[src/rtl/fra_pkg.sv]
// Shared constants, codes and beat types of the free range allocator.
package fra_pkg;

  localparam int unsigned MaxRanges = 16;
  localparam int unsigned AddrBits  = 32;
  localparam int unsigned IdxW      = $clog2(MaxRanges);
  localparam int unsigned CntW      = $clog2(MaxRanges + 1);

  localparam logic [1:0] CMD_INSERT  = 2'd0;
  localparam logic [1:0] CMD_REMOVE  = 2'd1;
  localparam logic [1:0] CMD_FIND    = 2'd2;
  localparam logic [1:0] CMD_FIND_AT = 2'd3;

  localparam logic [1:0] ST_OK   = 2'd0;
  localparam logic [1:0] ST_MISS = 2'd1;
  localparam logic [1:0] ST_FULL = 2'd2;

  typedef struct packed {
    logic [1:0]          command;
    logic [AddrBits-1:0] range_address;
    logic [AddrBits-1:0] range_size;
    logic [4:0]          align_log2;
  } in_item_t;

  typedef struct packed {
    logic [AddrBits-1:0] claimed_address;
    logic [1:0]          status;
    logic [4:0]          free_range_count;
  } out_item_t;

  typedef struct packed {
    logic [AddrBits-1:0] start;
    logic [AddrBits-1:0] length;
  } entry_t;

endpackage

[src/rtl/fra_ram.sv]
// Generic single write port, single read port RAM with registered read data.
module fra_ram #(
  parameter int unsigned Width = 8,
  parameter int unsigned Depth = 16
) (
  input  logic                     clk_i,
  input  logic                     we_i,
  input  logic [$clog2(Depth)-1:0] waddr_i,
  input  logic [Width-1:0]         wdata_i,
  input  logic [$clog2(Depth)-1:0] raddr_i,
  output logic [Width-1:0]         rdata_o
);

  logic [Width-1:0] mem_q [Depth];

  always_ff @(posedge clk_i) begin
    if (we_i) begin
      mem_q[waddr_i] <= wdata_i;
    end
    rdata_o <= mem_q[raddr_i];
  end

endmodule

[src/rtl/free_range_allocator_top.sv]
// Top level of the free range allocator: command sequencer around the range table RAM.
//
// The block keeps an address-sorted table of free ranges in one RAM and takes one
// command beat at a time. Insert, remove and find-at walk the table from entry 0,
// reading each entry visited and then comparing it; a first-fit find also checks
// the fit of each entry it visits. Any insertion or deletion shifts the entries
// above it one at a time, each moved entry read and then written back through the
// same RAM. A find walks twice: once to choose the range and once to claim the
// span. A finished result waits in an output register while the next command beat
// is already accepted. No clearing pass follows reset.
module free_range_allocator_top (
  input  logic               clk_i,
  input  logic               rst_ni,
  input  logic               in_valid_i,
  output logic               in_stall_o,
  input  fra_pkg::in_item_t  in_data_i,
  output logic               out_valid_o,
  input  logic               out_stall_i,
  output fra_pkg::out_item_t out_data_o
);

  localparam logic [3:0] S_IDLE    = 4'd0;
  localparam logic [3:0] S_RD      = 4'd1;
  localparam logic [3:0] S_CHK     = 4'd2;
  localparam logic [3:0] S_FIT     = 4'd3;
  localparam logic [3:0] S_INS_DEC = 4'd4;
  localparam logic [3:0] S_REM_DEC = 4'd5;
  localparam logic [3:0] S_OPEN_RD = 4'd6;
  localparam logic [3:0] S_OPEN_WR = 4'd7;
  localparam logic [3:0] S_DROP_RD = 4'd8;
  localparam logic [3:0] S_DROP_WR = 4'd9;
  localparam logic [3:0] S_DONE    = 4'd10;

  localparam int unsigned AW = fra_pkg::AddrBits;
  localparam int unsigned CW = fra_pkg::CntW;
  localparam int unsigned IW = fra_pkg::IdxW;

  logic [3:0]  state_q, state_d;
  logic [1:0]  op_q, op_d;
  logic        find_q, find_d;
  logic [AW-1:0] a_q, a_d, sz_q, sz_d, pad_q, pad_d;
  logic [4:0]  lg_q, lg_d;
  logic [CW-1:0] idx_q, idx_d, sh_q, sh_d, pos_q, pos_d, count_q, count_d;
  fra_pkg::entry_t prev_q, prev_d, cur_q, cur_d, new_q, new_d;
  logic [1:0]  st_q, st_d;
  logic        out_valid_q, out_valid_d;
  fra_pkg::out_item_t out_q, out_d;

  logic            ram_we;
  logic [IW-1:0]   ram_waddr, ram_raddr;
  fra_pkg::entry_t ram_wdata, rd;

  logic [AW-1:0] rd_end, mask, delta, pad_c, need, cur_end, cut;
  logic [CW-1:0] idx_m1, idx_p1, sh_m1, sh_p1;

  fra_ram #(
    .Width($bits(fra_pkg::entry_t)),
    .Depth(fra_pkg::MaxRanges)
  ) u_ram (
    .clk_i  (clk_i),
    .we_i   (ram_we),
    .waddr_i(ram_waddr),
    .wdata_i(ram_wdata),
    .raddr_i(ram_raddr),
    .rdata_o(rd)
  );

  assign idx_m1  = idx_q - CW'(1);
  assign idx_p1  = idx_q + CW'(1);
  assign sh_m1   = sh_q - CW'(1);
  assign sh_p1   = sh_q + CW'(1);
  assign rd_end  = rd.start + rd.length;
  assign mask    = (AW'(1) << lg_q) - AW'(1);
  assign delta   = rd.start & mask;
  assign pad_c   = (delta != '0) ? ((AW'(1) << lg_q) - delta) : '0;
  assign need    = sz_q + pad_q;
  assign cur_end = cur_q.start + cur_q.length;
  assign cut     = a_q + sz_q;

  assign in_stall_o  = (state_q != S_IDLE);
  assign out_valid_o = out_valid_q;
  assign out_data_o  = out_q;

  always_comb begin
    state_d     = state_q;
    op_d        = op_q;
    find_d      = find_q;
    a_d         = a_q;
    sz_d        = sz_q;
    lg_d        = lg_q;
    pad_d       = pad_q;
    idx_d       = idx_q;
    sh_d        = sh_q;
    pos_d       = pos_q;
    count_d     = count_q;
    prev_d      = prev_q;
    cur_d       = cur_q;
    new_d       = new_q;
    st_d        = st_q;
    out_valid_d = out_valid_q & out_stall_i;
    out_d       = out_q;
    ram_we      = 1'b0;
    ram_waddr   = idx_q[IW-1:0];
    ram_wdata   = new_q;
    ram_raddr   = idx_q[IW-1:0];

    unique case (state_q)
      S_IDLE: begin
        if (in_valid_i) begin
          op_d    = in_data_i.command;
          find_d  = 1'b0;
          a_d     = in_data_i.range_address;
          sz_d    = in_data_i.range_size;
          lg_d    = in_data_i.align_log2;
          idx_d   = '0;
          state_d = S_RD;
        end
      end
      S_RD: begin
        if (idx_q == count_q) begin
          if (op_q == fra_pkg::CMD_INSERT) begin
            state_d = S_INS_DEC;
          end else begin
            st_d    = fra_pkg::ST_MISS;
            state_d = S_DONE;
          end
        end else begin
          state_d = S_CHK;
        end
      end
      S_CHK: begin
        state_d = S_RD;
        case (op_q)
          fra_pkg::CMD_INSERT: begin
            if (rd.start < a_q) begin
              prev_d = rd;
              idx_d  = idx_p1;
            end else begin
              cur_d   = rd;
              state_d = S_INS_DEC;
            end
          end
          fra_pkg::CMD_REMOVE: begin
            if (rd_end < a_q) begin
              idx_d = idx_p1;
            end else if (a_q < rd.start) begin
              st_d    = fra_pkg::ST_MISS;
              state_d = S_DONE;
            end else begin
              cur_d   = rd;
              state_d = S_REM_DEC;
            end
          end
          fra_pkg::CMD_FIND: begin
            cur_d   = rd;
            pad_d   = pad_c;
            state_d = S_FIT;
          end
          default: begin
            if (rd.start == a_q) begin
              cur_d   = rd;
              pad_d   = pad_c;
              state_d = S_FIT;
            end else begin
              idx_d = idx_p1;
            end
          end
        endcase
      end
      S_FIT: begin
        if (cur_q.length >= need) begin
          a_d     = cur_q.start + pad_q;
          op_d    = fra_pkg::CMD_REMOVE;
          find_d  = 1'b1;
          idx_d   = '0;
          state_d = S_RD;
        end else if (op_q == fra_pkg::CMD_FIND) begin
          idx_d   = idx_p1;
          state_d = S_RD;
        end else begin
          st_d    = fra_pkg::ST_MISS;
          state_d = S_DONE;
        end
      end
      S_INS_DEC: begin
        st_d    = fra_pkg::ST_OK;
        state_d = S_DONE;
        if ((idx_q != '0) && (a_q == prev_q.start + prev_q.length)) begin
          ram_we          = 1'b1;
          ram_waddr       = idx_m1[IW-1:0];
          ram_wdata.start = prev_q.start;
          if ((idx_q != count_q) && (cut == cur_q.start)) begin
            ram_wdata.length = prev_q.length + sz_q + cur_q.length;
            sh_d             = idx_q;
            state_d          = S_DROP_RD;
          end else begin
            ram_wdata.length = prev_q.length + sz_q;
          end
        end else if ((idx_q != count_q) && (cut == cur_q.start)) begin
          ram_we           = 1'b1;
          ram_wdata.start  = a_q;
          ram_wdata.length = cur_q.length + sz_q;
        end else if (count_q == CW'(fra_pkg::MaxRanges)) begin
          st_d = fra_pkg::ST_FULL;
        end else begin
          new_d.start  = a_q;
          new_d.length = sz_q;
          pos_d        = idx_q;
          sh_d         = count_q;
          state_d      = S_OPEN_RD;
        end
      end
      S_REM_DEC: begin
        st_d    = fra_pkg::ST_OK;
        state_d = S_DONE;
        if (a_q > cur_q.start) begin
          if ((cur_end > cut) && (count_q == CW'(fra_pkg::MaxRanges))) begin
            st_d = fra_pkg::ST_FULL;
          end else begin
            ram_we           = 1'b1;
            ram_wdata.start  = cur_q.start;
            ram_wdata.length = a_q - cur_q.start;
            if (cur_end > cut) begin
              new_d.start  = cut;
              new_d.length = cur_end - cut;
              pos_d        = idx_p1;
              sh_d         = count_q;
              state_d      = S_OPEN_RD;
            end
          end
        end else if (cur_end > cut) begin
          ram_we           = 1'b1;
          ram_wdata.start  = cut;
          ram_wdata.length = cur_q.length - sz_q;
        end else begin
          sh_d    = idx_q;
          state_d = S_DROP_RD;
        end
      end
      S_OPEN_RD: begin
        ram_raddr = sh_m1[IW-1:0];
        if (sh_q == pos_q) begin
          ram_we    = 1'b1;
          ram_waddr = pos_q[IW-1:0];
          ram_wdata = new_q;
          count_d   = count_q + CW'(1);
          st_d      = fra_pkg::ST_OK;
          state_d   = S_DONE;
        end else begin
          state_d = S_OPEN_WR;
        end
      end
      S_OPEN_WR: begin
        ram_we    = 1'b1;
        ram_waddr = sh_q[IW-1:0];
        ram_wdata = rd;
        sh_d      = sh_m1;
        state_d   = S_OPEN_RD;
      end
      S_DROP_RD: begin
        ram_raddr = sh_p1[IW-1:0];
        if (sh_p1 >= count_q) begin
          count_d = count_q - CW'(1);
          st_d    = fra_pkg::ST_OK;
          state_d = S_DONE;
        end else begin
          state_d = S_DROP_WR;
        end
      end
      S_DROP_WR: begin
        ram_we    = 1'b1;
        ram_waddr = sh_q[IW-1:0];
        ram_wdata = rd;
        sh_d      = sh_p1;
        state_d   = S_DROP_RD;
      end
      S_DONE: begin
        if (!out_valid_q || !out_stall_i) begin
          out_valid_d                = 1'b1;
          out_d.claimed_address      = (find_q && (st_q == fra_pkg::ST_OK)) ? a_q : '0;
          out_d.status               = st_q;
          out_d.free_range_count     = 5'(count_q);
          state_d                    = S_IDLE;
        end
      end
      default: begin
        state_d = S_IDLE;
      end
    endcase
  end

  always_ff @(posedge clk_i or negedge rst_ni) begin
    if (!rst_ni) begin
      state_q     <= S_IDLE;
      count_q     <= '0;
      out_valid_q <= 1'b0;
    end else begin
      state_q     <= state_d;
      count_q     <= count_d;
      out_valid_q <= out_valid_d;
    end
  end

  always_ff @(posedge clk_i) begin
    op_q   <= op_d;
    find_q <= find_d;
    a_q    <= a_d;
    sz_q   <= sz_d;
    lg_q   <= lg_d;
    pad_q  <= pad_d;
    idx_q  <= idx_d;
    sh_q   <= sh_d;
    pos_q  <= pos_d;
    prev_q <= prev_d;
    cur_q  <= cur_d;
    new_q  <= new_d;
    st_q   <= st_d;
    out_q  <= out_d;
  end

endmodule
[config.mk]
export PLATFORM = sky130hd
export DESIGN_NAME = free_range_allocator_top
export DESIGN_NICKNAME = d
export VERILOG_FILES = /design/src/rtl/fra_pkg.sv /design/src/rtl/fra_ram.sv /design/src/rtl/free_range_allocator_top.sv
export SDC_FILE = /design/constraint.sdc
export NUM_CORES = 2
export LEC_CHECK = 0
export BUFFER_PORTS_ARGS = -buffer_cell sky130_fd_sc_hd__buf_4
export CORE_MARGIN = 2
export CORE_UTILIZATION = 45
export CTS_BUF_LIST = sky130_fd_sc_hd__clkbuf_16
export CTS_CLUSTER_DIAMETER = 100
export DETAILED_ROUTE_END_ITERATION = 6
export PLACE_DENSITY = 0.68
export REMOVE_ABC_BUFFERS = 1
export SYNTH_ARGS = -nofsm -noshare
export SYNTH_HDL_FRONTEND = slang
export SYNTH_HIERARCHICAL = 1
export SYNTH_SLANG_ARGS = --single-unit
export TNS_END_PERCENT = 50
[constraint.sdc]
create_clock -name clk_i -period 16.17 [get_ports clk_i]
set_clock_uncertainty 0.05 [all_clocks]
set_input_delay 2.4255 -clock clk_i [delete_from_list [all_inputs] [get_ports clk_i]]
set_output_delay 2.4255 -clock clk_i [all_outputs]
set_load 0.05 [all_outputs]
## Yosys cells after proc, flatten, opt, wreduce, memory -nomap -nowiden

Memories as Yosys holds them, arrays and structs flattened. A register that Yosys moved wholly into a read port is not among the register bits.
Cells that the tools add are included.

- Multiplexer cells: 110
- Reductions and logical operators: 35
- Add/subtract/negate cells: 20
- Magnitude comparators: 7
- Bitwise gates (word level): 3
- Shift-type cells: 1
- Equality and inequality tests: 51

Operators by type and width:

| operator | count |
|---|---|
| two-way mux 64 bit | 15 |
| one-hot mux 64 bit (3 select lines) | 2 |
| adder 32 bit | 9 |
| two-way mux 32 bit | 5 |
| one-hot mux 32 bit (2 select lines) | 2 |
| one-hot mux 64 bit (2 select lines) | 1 |
| subtractor 32 bit | 4 |
| two-way mux 5 bit | 22 |
| == test 32 bit | 3 |
| < comparator 32 bit | 3 |
| two-way mux 4 bit | 17 |
| > comparator 32 bit | 2 |
| inequality test 2 bit (second input constant) | 22 |
| one-hot mux 4 bit (11 select lines) | 1 |
| two-way mux 2 bit | 20 |
| bitwise AND 32 bit | 1 |
| >= comparator 32 bit | 1 |
| nonzero test 32 bit | 1 |
| left shift 1 x 5 -> 32 bit (first input constant) | 1 |
| subtractor 32 x 2 -> 32 bit (second input constant) | 1 |
| one-hot mux 5 bit (3 select lines) | 2 |
| inequality test 3 bit (second input constant) | 9 |
| one-hot mux 4 bit (3 select lines) | 2 |
| AND reduction 7 bit | 3 |
| 40 further kinds | 78 |

- Word-level logic and storage cells: 250
- Output and inout bits: 41
- Input port bits: 75
- Memories kept: 1
- RAM bits: 1024
- Flip-flop bits (word level): 362

Memories:

| name | words | bits a word | rd ports | clocked after memory_dff | write ports | line | source |
|---|---|---|---|---|---|---|---|
| u_ram.mem_q | 16 | 64 | 1 | 1 | 1 | fra_ram.sv:14 | `logic [Width-1:0] mem_q [Depth];` |

## Depth between registers and ports, before layout

- Word-level depth: 8
- Mapped depth: 33

## Hierarchy

The synthesis kept the hierarchy.

By module, submodules not included:

| module | cells an instance | area each (um^2) | seq. area each (um^2) | times used |
|---|---|---|---|---|
| free_range_allocator_top | 5225 | 42987.5 | 10820.4 | 1 |
| fra_ram | 1647 | 39583.0 | 32030.7 | 1 |

## Worst setup path after synthesis

No wires, ideal clock.

- Path type: reg-to-reg
- Start: register cur_q[1] in the netlist's numbering
- End: memory u_ram/mem_q[0][0] in the netlist's numbering, enable pin
- Clock period less this slack: 11.046 ns
- Cell stages (with the launch flop): 29
- Arrival time: 10.432 ns
- Slack: 5.124 ns
- Path through: edfxtp_1 -> ha_1 -> a21o_1 -> a21oi_1 -> o21ai_0 -> o31a_1 -> a211oi_1 -> o31ai_1 -> o41a_1 -> a41o_1 -> o41a_1 -> a221o_1 -> a21o_1 -> a21oi_1 -> xnor2_1 -> ha_1 -> nand3_1 -> nor3_1 -> and4_1 -> nor2b_1 -> a2bb2oi_1 -> o31a_1 -> clkbuf_1 -> nor2_1 -> nand2_1 -> a211oi_1 -> nand2_1 -> or3b_2 -> nor3_1

- Longest elaborated chain between the ends: 8
- Elaborated cells between the ends (all ways): 9

RTL lines:

| item | line | source |
|---|---|---|
| from (decl) | free_range_allocator_top.sv:44 | `fra_pkg::entry_t prev_q, prev_d, cur_q, cur_d, new_q, new_d;` |
| from (signal assigned) | free_range_allocator_top.sv:315 | `cur_q <= cur_d;` |
| adder 32 bit (*) | free_range_allocator_top.sv:77 | `assign cur_end = cur_q.start + cur_q.length;` |
| > comparator 32 bit (*) | free_range_allocator_top.sv:217, free_range_allocator_top.sv:231 |  |
| logical AND 1 bit | free_range_allocator_top.sv:217 | `if ((cur_end > cut) && (count_q == CW'(fra_pkg::MaxRanges))) begin` |
| two-way mux 1 bit | free_range_allocator_top.sv:217 |  |
| two-way mux 1 bit (*) | free_range_allocator_top.sv:216 | `if (a_q > cur_q.start) begin` |
| one-hot mux 1 bit (4 select lines) (*) | free_range_allocator_top.sv:107 | `unique case (state_q)` |
| named net ram_we | free_range_allocator_top.sv:49 | `logic ram_we;` |
| two-way mux 1 bit (*) | fra_ram.sv:17 | `if (we_i) begin` |
| two-way mux 1 bit (not written as such) (*) | fra_ram.sv:18 | `mem_q[waddr_i] <= wdata_i;` |
| to (decl) | fra_ram.sv:14 |  |

Mark *: on every way through the listed nets, which the timed path passes. The rest lies on a longest branch.

## Final worst setup path

- Start: register cur_q[32] in the netlist's numbering
- End: memory u_ram/mem_q[8][8] in the netlist's numbering, enable pin

- Longest elaborated chain between the ends: 8
- Elaborated cells between the ends (all ways): 14

RTL lines:

| item | line |
|---|---|
| adder 32 bit | free_range_allocator_top.sv:77 |
| > comparator 32 bit | free_range_allocator_top.sv:217, free_range_allocator_top.sv:231 |
| logical AND 1 bit | free_range_allocator_top.sv:217 |
| two-way mux 1 bit | free_range_allocator_top.sv:217 |
| two-way mux 1 bit | free_range_allocator_top.sv:216 |
| one-hot mux 1 bit (4 select lines) (*) | free_range_allocator_top.sv:107 |
| named net ram_we | free_range_allocator_top.sv:49 |
| two-way mux 1 bit (*) | fra_ram.sv:17 |
| two-way mux 1 bit (not written as such) (*) | fra_ram.sv:18 |

Marks and branches as above.

==> flow_summary.json <==
{
  "hold_viol": 0,
  "internal_power_mw": 11.00,
  "hold_buffers": 0,
  "die_area_um2": 186900,
  "coreArea_um2": 182700,
  "initial_core_util_pct": 45.20,
  "path_clk_slew_ns": 0.06,
  "grt_pass1_vias": 59989,
  "dpl.hpwl_mm": 225.8,
  "cp.buffers_inverters": 5,
  "crit_path_end_kind": "register",
  "path_common_cell": "buf_4",
  "maxCapViolCount": 0,
  "ios": 116,
  "worst_ir_drop_vdd_v": 0.0001761,
  "power_frac_seq_pct": 27.2,
  "post_cts_buffers": 0,
  "yosysWarnings": 6,
  "critPathLaunchType": "register",
  "io_buffer_count": 115,
  "grt_setup_unrepaired": "no",
  "synth-edff-count": 1376,
  "tns_ns": 0,
  "hold_ws_ns": 0.4587,
  "grt_pass1_wl_mm": 433.7,
  "rows": 157,
  "crit_cells": 33,
  "p_sw_share_pct": 46.28,
  "netlist_area_um2": 82570,
  "area_delta_synth_final_pct": 11.13,
  "cts_made_buffers": 158,
  "wl_per_cell_um": 32.48,
  "fin_nets": 7558,
  "fin_ws_ns": 5.483,
  "max_freq_ghz": 0.09357,
  "yosys.area.top_type_share_pct": 50.04,
  "grt_usage_pct": 32.54,
  "critPathArrivalTime_ns": 11.11,
  "synthTopCellsByCount": "edfxtp_1 (1376), nand2_1 (540), ha_1 (489)",
  "critPathRequiredTime_ns": 16.59,
  "rr_worst_depth": 33,
  "ys_ff_latch": 1450,
  "critPathKind": "register to register",
  "ant_nets": 0,
  "fin_crit_ns": 10.69,
  "hold_class": "register to register",
  "setup_violations": 0,
  "utilization_pct": 50.23,
  "place_ws_ns": 5.655,
  "outcome": "finished with violations",
  "totalWireLength_mm": 308.6,
  "final_layout_size_suffix_gt1_share_pct": 12.71,
  "yosysTopAreaCell": "edfxtp_1",
  "overflow": 0,
  "cpPeakStageDelay_ns": 0.80,
  "cp_top_family": "compound AO/OA/AOI/OAI gates",
  "maxSlewViolCount": 0,
  "die_y_um": 432.4,
  "cts.sinks": 1450,
  "postSynthCellCount": 6872,
  "yosysMostFrequentCell": "edfxtp_1",
  "worstPathMaxFanout": 49,
  "p_per_area_nw_per_um2": 223.1,
  "vias": 62416,
  "layout_worst_path_cycle_share_pct": 66.09,
  "first_iter_violations": 8769,
  "yosysSeqAreaShare_pct": 51.90,
  "grt_max_degree": 150,
  "cp_slowest_cell": "a2111oi_0",
  "drc": 7,
  "syn_avg_cell_area_um2": 12.02,
  "finalNonFillerCells": 9500,
  "firstDrtPassIters": 7,
  "antenna_found_initial": 16,
  "cts-resized-gates": 0,
  "ys_async_sr_fraction_pct": 0.6897,
  "routabilityCongestion": 1.055,
  "power.leakage_nw": 33.67,
  "cts-root-buf": "clkbuf_16",
  "dp.cells": 9203,
  "p_sw_mw": 9.472,
  "clk_path_buf_depth": 3,
  "violations": "DRC",
  "die_x_um": 432.4,
  "yosysUniqueCellTypes": 116,
  "relSlewSlack_pct": 2.658,
  "ys.flop_type": "edfxtp_1",
  "cts_tree": "done",
  "yosys-top-cells-area": "edfxtp_1 (50%), ha_1 (7.4%), mux4_2 (7.0%), xnor2_1 (2.9%), a21oi_1 (2.8%)",
  "p_comb_share_pct": 55.0,
  "tightestPinTransition_ns": 1.449,
  "insertion_delay_ns": 0.86,
  "hold-path-cell-count": 0,
  "via_per_inst": 6.570,
  "htree_levels": 4,
  "power_frac_clock_pct": 17.8
}
[path summary, 6_finish.rpt]
kind,start,endpoint,slack (ns)
setup / recovery,cur_q[32]$_DFFE_PP_,u_ram/mem_q[8][8]$_DFFE_PP_,5.48
hold / removal,st_q[0]$_DFFE_PP_,out_data_o[5]$_DFFE_PP_,0.46
setup reg to reg,cur_q[32]$_DFFE_PP_,u_ram/mem_q[8][8]$_DFFE_PP_,5.48
hold reg to reg,st_q[0]$_DFFE_PP_,out_data_o[5]$_DFFE_PP_,0.46
max in group asynchronous,rst_ni,out_valid_o$_DFF_PN0_,14.53
min in group asynchronous,rst_ni,count_q[0]$_DFFE_PN0P_,1.38
[worst register-to-register path: cells and delay by family (launching register included)]
family          cells  cell delay, ns
compound gates     14            4.10
simple gates       10            2.83
buf+inv             5            1.93
fa+ha+maj           3            0.85
flops               1            0.49
xor+xnor            1            0.09
[stage by stage]
stage | total power [mW] | area [µm²]
after floorplan | 13.69 | 81170
after global placement | 16.42 | 86470
after detailed placement | 16.51 | 86470
after CTS | 20.21 | 91720
after global routing | 21.38 | 91750
final | 20.47 | 91760
[area by class of cell]
| type | count | area, µm² |
|---|---|---|
| antenna | 3 | 7.507 |
| fill | 15751 | 90930 |
| timing repair buffer | 260 | 2003 |
| clock inverter | 131 | 1247 |
| tap | 2385 | 2984 |
| sequential | 1450 | 42850 |
| clock buffer | 160 | 4004 |
| multi-input combinational | 4848 | 37680 |
| inverter | 263 | 987.2 |
[logic make-up (layout without fill, tap and decap cells)]
group / Yosys count / in the layout / share of synthesized area, %
DFF: 1450 / 1450 / 51.90
muxes: 318 / 318 / 7.763
other: 0 / 3 / 0
buffers and inverters: 574 / 814 / 2.887
AOI/OAI and AO/OA: 1948 / 1948 / 15.51
and+or+nand+nor: 1647 / 1647 / 9.418
adders and majority gates: 502 / 502 / 7.725
xor gates and xnor gates: 433 / 433 / 4.802
[power by group through the flow]
stage          clock [mW]  sequential (mW)  combinational [mW]
2_1_floorplan           0             5.30                8.39
4_1_cts              3.69             5.53                11.0
5_1_grt              3.83             5.57                12.0
3_3_place_gp            0             5.59                10.8
3_5_place_dp            0             5.60                10.9
6_report             3.64             5.57                11.3
[placed cells by master (no fill, tap or decap), types with 27 or more instances in the layout]
| master | count |
|---|---|
| nand2_1 | 538 |
| mux2i_1 | 43 |
| o211ai_1 | 54 |
| a31oi_1 | 89 |
| o21bai_1 | 44 |
| o31ai_1 | 30 |
| a21o_1 | 163 |
| edfxtp_1 | 1376 |
| a221o_1 | 40 |
| nor2b_1 | 63 |
| nand3_1 | 98 |
| o21a_1 | 66 |
| or2_2 | 33 |
| nor2_1 | 425 |
| xnor2_1 | 269 |
| clkbuf_16 | 160 |
| o21ai_0 | 440 |
| inv_1 | 287 |
| o221ai_1 | 28 |
| mux4_2 | 256 |
| o21ai_1 | 29 |
| a21oi_1 | 451 |
| a22oi_1 | 158 |
| dfxtp_1 | 64 |
| nand2b_1 | 77 |
| a211oi_1 | 55 |
| a211o_1 | 40 |
| clkinv_1 | 39 |
| nor3_1 | 95 |
| ha_1 | 489 |
| and3_1 | 45 |
| buf_4 | 254 |
| clkinv_2 | 27 |
| and2_1 | 67 |
| xor2_1 | 149 |
| or3_1 | 27 |
| nand4_1 | 49 |
[state kept, by name (all words and copies together), names as in the netlist]
| name | count |
|---|---|
| prev_q | 64 |
| pos_q | 5 |
| cur_q | 64 |
| u_ram/mem_q | 1024 |
| pad_q | 32 |
| new_q | 64 |
| out_valid_o | 1 |
| st_q | 2 |
| out_data_o | 39 |
| idx_q | 5 |
| find_q | 1 |
| count_q | 5 |
| u_ram/rdata_o | 64 |
| sh_q | 5 |
| op_q | 2 |
| sz_q | 32 |
| state_q | 4 |
| lg_q | 5 |
| a_q | 32 |
[metal layers]
layer	share of wire (%)	vias up	GRT usage, %	routed length, µm
met3	11	714	7.325	33040
li1	-	26705	-	-
met4	5.9	14	16.88	18350
met1	40	31297	44.14	122500
met2	44	3686	48.92	134600
met5	0.026	-	0	79
Note: power is estimated with default switching activity, not from simulation.
